### config.mk
export PLATFORM = sky130hd
export DESIGN_NAME = tsr_ctrl
export DESIGN_NICKNAME = d
export VERILOG_FILES = /design/src/rtl/core/tsr_pkg.sv /design/src/rtl/core/tsr_ctrl.sv
export SDC_FILE = /design/constraint.sdc
export NUM_CORES = 1
export LEC_CHECK = 0
export BUFFER_PORTS_ARGS = -buffer_cell sky130_fd_sc_hd__buf_4
export CAP_MARGIN = 30
export CORE_MARGIN = 1
export CORE_UTILIZATION = 25
export DETAILED_ROUTE_END_ITERATION = 8
export PLACE_DENSITY = 0.61
export SLEW_MARGIN = 40
export SYNTH_ARGS = -nofsm -noshare
export SYNTH_HDL_FRONTEND = slang
export SYNTH_SLANG_ARGS = --single-unit
### constraint.sdc
create_clock -name clk -period 4.03 [get_ports clk]
set_clock_uncertainty 0.15 [all_clocks]
set_input_delay 0.403 -clock clk [delete_from_list [all_inputs] [get_ports clk]]
set_output_delay 0.403 -clock clk [all_outputs]
set_load 0.05 [all_outputs]
### src/rtl/core/tsr_pkg.sv
// ----------------------------------------------------------------------------
// tsr_pkg
// Shared types and constants of the triangle span rasteriser.
// ----------------------------------------------------------------------------
`default_nettype none

package tsr_pkg;

  // Fixed geometry
  localparam int unsigned SLOPE_FRAC        = 16;
  localparam int unsigned COORD_W           = 16;
  localparam int unsigned SLOPE_W           = 32;
  localparam int unsigned COLOUR_W          = 24;
  localparam int unsigned ROW_W             = 12;
  localparam int unsigned COL_W             = 13;
  localparam int unsigned MAX_COORD         = 4096;

  // Parameter defaults
  localparam int unsigned TILE_ROWS_DEF     = 64;
  localparam int unsigned SUBPIXEL_BITS_DEF = 4;

  // Configuration port
  localparam int unsigned CFG_AW = 2;
  localparam int unsigned CFG_DW = 13;
  localparam logic [CFG_AW-1:0] CFG_SCREEN_WIDTH  = 2'd0;
  localparam logic [CFG_AW-1:0] CFG_SCREEN_HEIGHT = 2'd1;
  localparam logic [CFG_AW-1:0] CFG_TILE_TOP      = 2'd2;

  localparam logic [12:0] WIDTH_RST  = 13'd640;
  localparam logic [12:0] HEIGHT_RST = 13'd480;
  localparam logic [11:0] TILE_RST   = 12'd0;

  // Edge select for the shared divider
  localparam logic [1:0] EDGE_LONG  = 2'd0;
  localparam logic [1:0] EDGE_UPPER = 2'd1;
  localparam logic [1:0] EDGE_LOWER = 2'd2;

  typedef enum logic [3:0] {
    ST_IDLE,
    ST_DIV_GO,
    ST_DIV_WAIT,
    ST_SIDE_MUL,
    ST_SIDE_CMP,
    ST_ROW_MUL,
    ST_ROW_EVAL,
    ST_FLUSH
  } tsr_state_t;

  typedef struct packed {
    logic       load;
    logic       div_start;
    logic [1:0] div_sel;
    logic       div_store;
    logic       side_mul;
    logic       side_cmp;
    logic       row_mul;
    logic       row_adv;
    logic       take_new;
    logic       emit_pend;
    logic       emit_last;
  } tsr_cmd_t;

  typedef struct packed {
    logic div_done;
    logic rows_empty;
    logic last_row;
    logic span_ok;
    logic pend_valid;
    logic out_free;
  } tsr_status_t;

endpackage

`default_nettype wire

### src/rtl/core/tsr_ctrl.sv
// ----------------------------------------------------------------------------
// tsr_ctrl
// Sequencer: triangle load, three slope divisions, side test, then a
// row walk (multiply, evaluate) with a one-span holding stage for the last mark.
// ----------------------------------------------------------------------------
`default_nettype none

module tsr_ctrl (
  input  wire logic                clk,
  input  wire logic                rst_n,
  input  wire logic                in_valid,
  output logic                     in_ready,
  input  wire tsr_pkg::tsr_status_t sts,
  output tsr_pkg::tsr_cmd_t        cmd
);

  tsr_pkg::tsr_state_t state_r, state_nxt;
  logic [1:0]          idx_r, idx_nxt;
  logic                stall;

  // Hold a new span while the holding stage cannot drain
  assign stall = sts.span_ok && sts.pend_valid && !sts.out_free;

  // Next state
  always_comb begin
    state_nxt = state_r;
    idx_nxt   = idx_r;
    unique case (state_r)
      tsr_pkg::ST_IDLE: begin
        idx_nxt = tsr_pkg::EDGE_LONG;
        if (in_valid) state_nxt = tsr_pkg::ST_DIV_GO;
      end
      tsr_pkg::ST_DIV_GO: state_nxt = tsr_pkg::ST_DIV_WAIT;
      tsr_pkg::ST_DIV_WAIT: begin
        if (sts.div_done) begin
          idx_nxt = idx_r + 2'd1;
          if (idx_r == tsr_pkg::EDGE_LOWER) state_nxt = tsr_pkg::ST_SIDE_MUL;
          else                              state_nxt = tsr_pkg::ST_DIV_GO;
        end
      end
      tsr_pkg::ST_SIDE_MUL: state_nxt = tsr_pkg::ST_SIDE_CMP;
      tsr_pkg::ST_SIDE_CMP: begin
        if (sts.rows_empty) state_nxt = tsr_pkg::ST_FLUSH;
        else                state_nxt = tsr_pkg::ST_ROW_MUL;
      end
      tsr_pkg::ST_ROW_MUL: state_nxt = tsr_pkg::ST_ROW_EVAL;
      tsr_pkg::ST_ROW_EVAL: begin
        if (!stall) begin
          if (sts.last_row) state_nxt = tsr_pkg::ST_FLUSH;
          else              state_nxt = tsr_pkg::ST_ROW_MUL;
        end
      end
      tsr_pkg::ST_FLUSH: begin
        if (!sts.pend_valid || sts.out_free) state_nxt = tsr_pkg::ST_IDLE;
      end
      default: state_nxt = tsr_pkg::ST_IDLE;
    endcase
  end

  // Outputs
  always_comb begin
    cmd         = '0;
    cmd.div_sel = idx_r;
    in_ready    = 1'b0;
    unique case (state_r)
      tsr_pkg::ST_IDLE: begin
        in_ready = 1'b1;
        cmd.load = in_valid;
      end
      tsr_pkg::ST_DIV_GO:   cmd.div_start = 1'b1;
      tsr_pkg::ST_DIV_WAIT: cmd.div_store = sts.div_done;
      tsr_pkg::ST_SIDE_MUL: cmd.side_mul  = 1'b1;
      tsr_pkg::ST_SIDE_CMP: cmd.side_cmp  = 1'b1;
      tsr_pkg::ST_ROW_MUL:  cmd.row_mul   = 1'b1;
      tsr_pkg::ST_ROW_EVAL: begin
        if (!stall) begin
          cmd.row_adv   = 1'b1;
          cmd.take_new  = sts.span_ok;
          cmd.emit_pend = sts.span_ok && sts.pend_valid;
        end
      end
      tsr_pkg::ST_FLUSH: cmd.emit_last = sts.pend_valid && sts.out_free;
      default: ;
    endcase
  end

  always_ff @(posedge clk) begin
    if (!rst_n) begin
      state_r <= tsr_pkg::ST_IDLE;
      idx_r   <= tsr_pkg::EDGE_LONG;
    end else begin
      state_r <= state_nxt;
      idx_r   <= idx_nxt;
    end
  end

endmodule

`default_nettype wire

## Word-level counts from Yosys, hierarchy flattened

Cells that the tools add are included.

| word-level totals | value |
|---|---|
| flip-flop bits (word level) | 6 |
| input port bits | 9 |
| output and inout port bits | 13 |
| logic and storage cells | 45 |

| cells by class | value |
|---|---|
| add/subtract/negate cells | 1 |
| eq/ne operators | 12 |
| multiplexer cells | 20 |
| reduce and logical (&&, ||, !) cells | 10 |

Operators by type and width:

| operator | count |
|---|---|
| case mux 4 bit (8 select lines) | 1 |
| equality test 4 x 3 -> 1 bit, second input constant | 4 |
| two-way mux 4 bit | 4 |
| equality test 4 x 2 -> 1 bit, second input constant | 2 |
| two-way mux 1 bit | 8 |
| two-way mux 2 bit | 4 |
| inequality test 2 bit, second input constant | 4 |
| two-way mux 3 bit | 2 |
| equality test 4 x 1 -> 1 bit, second input constant | 1 |
| zero test 4 bit | 1 |
| case mux 2 bit (2 select lines) | 1 |
| AND reduction 4 bit | 1 |
| logical AND 1 bit | 3 |
| adder 2 x 1 -> 2 bit, second input constant | 1 |
| equality test 2 bit, second input constant | 1 |
| zero test 1 bit | 2 |
| AND reduction 2 bit | 1 |
| nonzero test 2 bit | 1 |
| logical OR 1 bit | 1 |

## Longest topological paths before layout

Gate-level depths: netlist (run 1).

| logic depth | value |
|---|---|
| depth in word-level cells | 4 |
| mapped depth | 5 |
| mapped depth without buffers | 5 |

## Worst setup path before layout (run 1)

No wires, ideal clock.

| timing | value |
|---|---|
| path type | reg2out |
| from | register state_r[2] |
| to | output port cmd[11] (netlist bit) |
| arrival | 1883 ps |
| required time | 3477 ps |
| setup slack | 1594 ps |
| cell stages (with the launch flop) | 5 |
| buffers on the path | 1 |
| cell sequence | dfxtp_1 or2_1 buf_2 nor2_1 and2_1 |

RTL lines:

| what | line | RTL |
|---|---|---|
| from (decl) | tsr_ctrl.sv:17 | `tsr_pkg::tsr_state_t state_r, state_nxt;` |
| from (signal assigned) | tsr_ctrl.sv:89 | `state_r <= tsr_pkg::ST_IDLE;` |
| from (signal assigned) | tsr_ctrl.sv:92 | `state_r <= state_nxt;` |
| to (decl) | tsr_ctrl.sv:14 | `output tsr_pkg::tsr_cmd_t cmd` |

==> out/results.tsv, run 1 <==
stage	metric	value	unit
grt	groute.usage.overall	11.1	%
logic_synthesis	synth_nets	65	
floorplanning	core_area	1520	um2
timing	finalCritPeriodShare	51.5	%
detailed_routing	drtPass1Iterations	2	
layout	register_area	100	um2
timing	period_needed	2080	ps
layout	drive_gt1_share	32.9	%
power	irDropWorstVdd	291	uV
detailed_routing	drt_wl_total	944	um
floorplanning	die-area	1830	um2
layout	nNetsFinal	87	
place	portBuffers	21	
layout	multiInputGateArea	293	um2
setup_path	start_kind	flip-flop	
grt	grt_overflow	0	
detailed_routing	drt_iter0_drc	9	
detailed_routing	viasPerCell	4.91	
place	hpwl	675	um
setup_path	cp.required	3480	ps
logic_synthesis	ys_types	30	
timing	rsz0062_at_grt	false	
logic_synthesis	syn_area	415	um2
power	power_frac_seq	29.1	%
timing	slew_headroom	69.6	%
layout	final_cells	92	
power	leakage	0.262	nW
logic_synthesis	yosysSeqAreaShare	24.1	%
floorplanning	initial_utilization	27.3	%
place	place_congestion	0.699	
clock_network	cts_buffers	3	
clock_network	htree_levels	1	
clock_network	clock-sinks	5	
logic_synthesis	ys_warn_count	0	
logic_synthesis	syn_area_per_cell	7.55	um2
job	cap_violations	0	
setup_path	cp-end-kind	output port	
layout	areaGrowthSynthToFinish	44.6	%
floorplanning	chipWidth	42.8	um
clock_network	clock_path_buffers	2	
layout	design_area	601	um2
grt	antenna_found_initial	0	
layout	n_antenna_cell	0	
power	intPower	0.149	mW
power	switching_share	47.8	%
setup_path	arrival	1520	ps
clock_network	cts_tree	done	
timing	tightest_slew	455	ps
grt	grt_pass1_vias	347	
timing	hold_slack	283	ps
floorplanning	ioPinCount	22	
timing	max_freq	482	MHz
logic_synthesis	synth_seq_cells	5	
detailed_routing	vias	452	
clock_network	clkLatencyLatePin	250	ps
setup_path	crit_type	reg -> out	
power	comb_power_share	49.5	%
setup_path	crit_fanout	16	
floorplanning	rows	14	
detailed_routing	ant_nets	0	
logic_synthesis	syn_inst	55	
power	powerDensity	475	nW/um2
clock_network	cts-root-buf	clkbuf_4	
detailed_routing	drc	0	
power	clockPowerShare	21.4	%
floorplanning	die_h	42.8	um
timing	maxSlewViolCount	0	
logic_synthesis	synth_area_leaders	dfxtp_1, nand2_1, nor2_1, nor2b_1, and3b_1	
grt	grt_pass1_wl	1450	um
outcome	status	complete, no violations	
clock_network	cts_setup_buffers	0	
place	dp_cells	88	
clock_network	cts_hold_buffers	0	
clock_network	cts.reportedPaths.clkPinSlew	50	ps
min_path	hold_path.class	in -> reg	
timing	setup_violations	0	
logic_synthesis	yosys.area.top_type	dfxtp_1	
grt	grt_start_max_net_pins	17	
detailed_routing	wl_per_cell	10.3	um
layout	fill_cells	160	
timing	finalSetupTns	0	ps
logic_synthesis	synth_top_area_share	24.1	%
place	post_dp_cell_area	574	um2
power	p_sw	0.136	mW
clock_network	cts_resized	0	
timing	finalHoldViolCount	0	
final timing paths:
check | cells past startpoint | start | slack (ps) | to
max | 4 | state_r[0] | 1950 | cmd[11]
max reg2reg | 3 | state_r[1] | 2470 | state_r[0]
min | 3 | rst_n | 280 | state_r[1]
min reg2reg | 2 | idx_r[1] | 350 | idx_r[1]
worst max-delay path: stages, from the launching register on:
cell,delay (ps)
dfxtp_1,570
or2_1,270
nor2_1,70
and2_1,180
buf_4,180
registers in the layout (all words and copies together) (netlist names):
name / cells
state_r: 3
idx_r: 2
power groups by stage:
stage / registers (mW) / logic, mW / clock network (mW)
after global placement: 0.0828 / 0.142 / 0
after floorplan: 0.0710 / 0.118 / 0
after global routing: 0.0865 / 0.150 / 0.0669
after detailed placement: 0.0838 / 0.142 / 0
after CTS: 0.0828 / 0.142 / 0.0629
final: 0.0832 / 0.141 / 0.0610
synthesized netlist by cell type:
cell	instances
clkbuf_1	1
a21boi_1	1
nand3_1	1
o22a_1	1
o211ai_1	1
and2_1	2
buf_2	3
a21boi_0	1
nor4b_1	2
ha_1	1
nor2_1	5
o21ai_0	2
nand2b_1	2
o31ai_1	1
dfxtp_1	5
mux2_1	1
a31oi_1	2
nor2b_1	3
a211oi_1	1
and3b_1	2
o21ai_1	1
mux2i_1	1
nand3b_1	1
nor3b_1	2
or2_1	2
nand4b_1	1
mux2_2	1
a21oi_1	1
nand2_1	6
inv_1	1
layout by cell type, fill, tap and decap left out:
cell type  synthesis  layout
a21boi_1           1       1
o22a_1             1       1
mux2i_1            1       1
nor4b_1            2       2
a21oi_1            1       1
or2_1              2       2
nand4b_1           1       1
nand2_1            6       6
and2_1             2       2
clkbuf_1           1       1
nand3_1            1       1
o21ai_0            2       2
mux2_2             1       1
o211ai_1           1       1
clkbuf_4           0       3
nand2b_1           2       2
dfxtp_1            5       5
ha_1               1       1
and3b_1            2       2
nor2_1             5       5
buf_4              0      21
o21ai_1            1       1
a21boi_0           1       1
mux2_1             1       1
a211oi_1           1       1
a31oi_1            2       2
inv_1              1       1
nor2b_1            3       3
nand3b_1           1       1
nor3b_1            2       2
o31ai_1            1       1
stage by stage:
stage	util, %	total power [mW]	worst slack [ps]
2_1_floorplan	-	0.189	1590
3_3_place_gp	37.7	0.224	2270
3_5_place_dp	37.7	0.226	2230
4_1_cts	39.4	0.288	1960
5_1_grt	39.4	0.303	1840
6_report	39.4	0.285	1950
logic make-up (layout without fill, tap and decap cells):
| kind of cell | after synthesis | in the layout | share of synthesized area (%) |
|---|---|---|---|
| AO/OA/AOI/OAI | 12 | 12 | 19.0 |
| adder cells (fa/ha/maj) | 1 | 1 | 3.01 |
| buffers and inverters | 5 | 26 | 5.42 |
| flip-flops | 5 | 5 | 24.1 |
| multiplexers | 3 | 3 | 7.83 |
| AND/OR/NAND/NOR | 29 | 29 | 40.7 |
layer usage:
layer  global-route usage, %  vias to the layer above  routed length, um
li1                        -                      237                  -
met1                    12.6                      197                417
met2                    15.5                       14                443
met3                    6.38                        4                 66
met4                    7.50                        0                 18
met5                       0                        -                  0
layout make-up:
cell class              instances  area share (%)
clock buffers                   4            4.38
repair buffers                 21            26.2
multi-input cells              45            48.8
inverters                       1           0.625
flip-flops and latches          5            16.7
well taps                      16            3.33
No activity file was read; power rests on OpenSTA's default activity.
==> run 2, diff against run 1 <==
==> constraint.sdc (replaced) <==
create_clock -name clk -period 2.2 [get_ports clk]
set_clock_uncertainty 0.15 [all_clocks]
set_input_delay 0.22 -clock clk [delete_from_list [all_inputs] [get_ports clk]]
set_output_delay 0.22 -clock clk [all_outputs]
set_load 0.05 [all_outputs]
==> out/results.tsv, run 2 (same netlist as run 1, synthesis figures left out) <==
stage	metric	value	unit
outcome	status	complete, no violations	
timing	finalHoldViolCount	0	
detailed_routing	wl_per_cell	10.6	um
place	post-place-ws	546	ps
clock_network	cts_tree	done	
detailed_routing	topRoutingLayerUsed	met3	
layout	mostFrequentLayoutCells	buf_4, nand2_1, dfxtp_1	
power	irDropWorstVdd	392	uV
power	p_sw	0.248	mW
detailed_routing	drc	0	
clock_network	cts-root-buf	clkbuf_4	
clock_network	clock_path_buffers	2	
clock_network	clkLatencyLatePin	240	ps
floorplanning	die-area	1830	um2
timing	rsz0062_at_grt	false	
floorplanning	core_area	1520	um2
clock_network	cts_setup_buffers	0	
layout	layout_commonest_cell	buf_4	
power	power_frac_seq	29.7	%
detailed_routing	ant_nets	0	
layout	largestRegisters	state_r x3, idx_r x2	
timing	slew_headroom	68.4	%
setup_path	cp.required	1830	ps
layout	n_antenna_cell	0	
layout	drive_gt1_share	35.5	%
power	intPower	0.274	mW
detailed_routing	drt-met1-wl	466	um
grt	grt_pass1_wl	1730	um
timing	finalSetupTns	0	ps
detailed_routing	viasPerCell	5.01	
setup_path	crit_fanout	16	
timing	max_freq	530	MHz
floorplanning	chipWidth	42.8	um
timing	period_needed	1890	ps
timing	finalCritPeriodShare	85.7	%
place	hpwl	720	um
floorplanning	initial_utilization	27.3	%
detailed_routing	met2_length	432	um
floorplanning	ioPinCount	22	
place	place_congestion	0.649	
grt	grt_start_max_net_pins	17	
clock_network	cts.reportedPaths.clkPinSlew	50	ps
timing	setup_violations	0	
place	post_dp_cell_area	582	um2
floorplanning	rows	14	
detailed_routing	drtPass1Iterations	4	
setup_path	arrival	1520	ps
setup_path	cp-end-kind	output port	
clock_network	cts_resized	0	
grt	grt_pass1_vias	406	
clock_network	cts_buffers	3	
power	powerDensity	858	nW/um2
layout	registers.top_by_ff_count	state_r	
layout	design_area	608	um2
detailed_routing	wl_met3	73	um
layout	largest_reg_flops	3	
power	clockPowerShare	20.1	%
timing	tightest_slew	473	ps
detailed_routing	drt_wl_total	972	um
setup_path	crit_type	reg -> out	
power	comb_power_share	50.1	%
detailed_routing	vias	461	
timing	maxSlewViolCount	0	
power	switching_share	47.5	%
clock_network	htree_levels	1	
floorplanning	die_h	42.8	um
min_path	hold_path.class	in -> reg	
detailed_routing	drt_iter0_drc	9	
setup_path	start_kind	flip-flop	
place	portBuffers	21	
layout	nNetsFinal	87	
power	leakage	0.263	nW
grt	antenna_found_initial	0	
timing	setup_slack	314	ps
job	cap_violations	0	
grt	groute.usage.overall	12.1	%
clock_network	cts_hold_buffers	0	
grt	grt_overflow	0	
layout	areaGrowthSynthToFinish	46.4	%
clock_network	clock-sinks	5	
run 2: cell counts in the layout (fill, tap and decap cells not counted):
No cell type changed its count.
run 2: power by group through the flow:
stage | logic (mW) | clock network, mW | registers (mW)
after floorplan | 0.220 | 0 | 0.131
after global placement | 0.264 | 0 | 0.155
after detailed placement | 0.264 | 0 | 0.158
after CTS | 0.265 | 0.110 | 0.156
after global routing | 0.279 | 0.116 | 0.164
final | 0.262 | 0.105 | 0.155
run 2: worst max-delay path, cell delays in order, from the launching register on:
cell	delay (ps)
dfxtp_1	590
or2_1	280
nor2_2	60
and2_1	170
buf_4	180
run 2: cell type report:
cell class | instances | area (um2)
fill | 163 | 916
sequential | 5 | 100
inverter | 1 | 3.75
clock buffer | 4 | 26.3
multi-input combinational | 45 | 300
tap | 16 | 20.0
timing repair buffer | 21 | 158
run 2: per-layer routing:
metal  vias up  global-route usage [%]
met2        18                    17.6
met3         0                    5.53
met5         -                       0
li1        238                       -
met1       205                    16.7
met4         0                    1.88
run 2: metrics by stage:
step / power, mW / instances / utilization [%] / hold WS [ps]
finish: 0.522 / 92 / 39.9 / 105
floorplan: 0.351 / 55 / - / 199
global route: 0.559 / 92 / 39.9 / 119
CTS: 0.531 / 92 / 39.9 / 102
detailed placement: 0.422 / 88 / 38.2 / 356
global placement: 0.419 / 88 / 38.2 / 362
run 2: final timing paths:
path                                 start          to  slack [ps]  cells after the start
worst max-delay path            state_r[0]     cmd[11]         310                      4
worst min-delay path                 rst_n  state_r[1]         110                      3
worst max register to register  state_r[1]  state_r[0]         620                      3
worst min register to register    idx_r[1]    idx_r[1]         360                      2
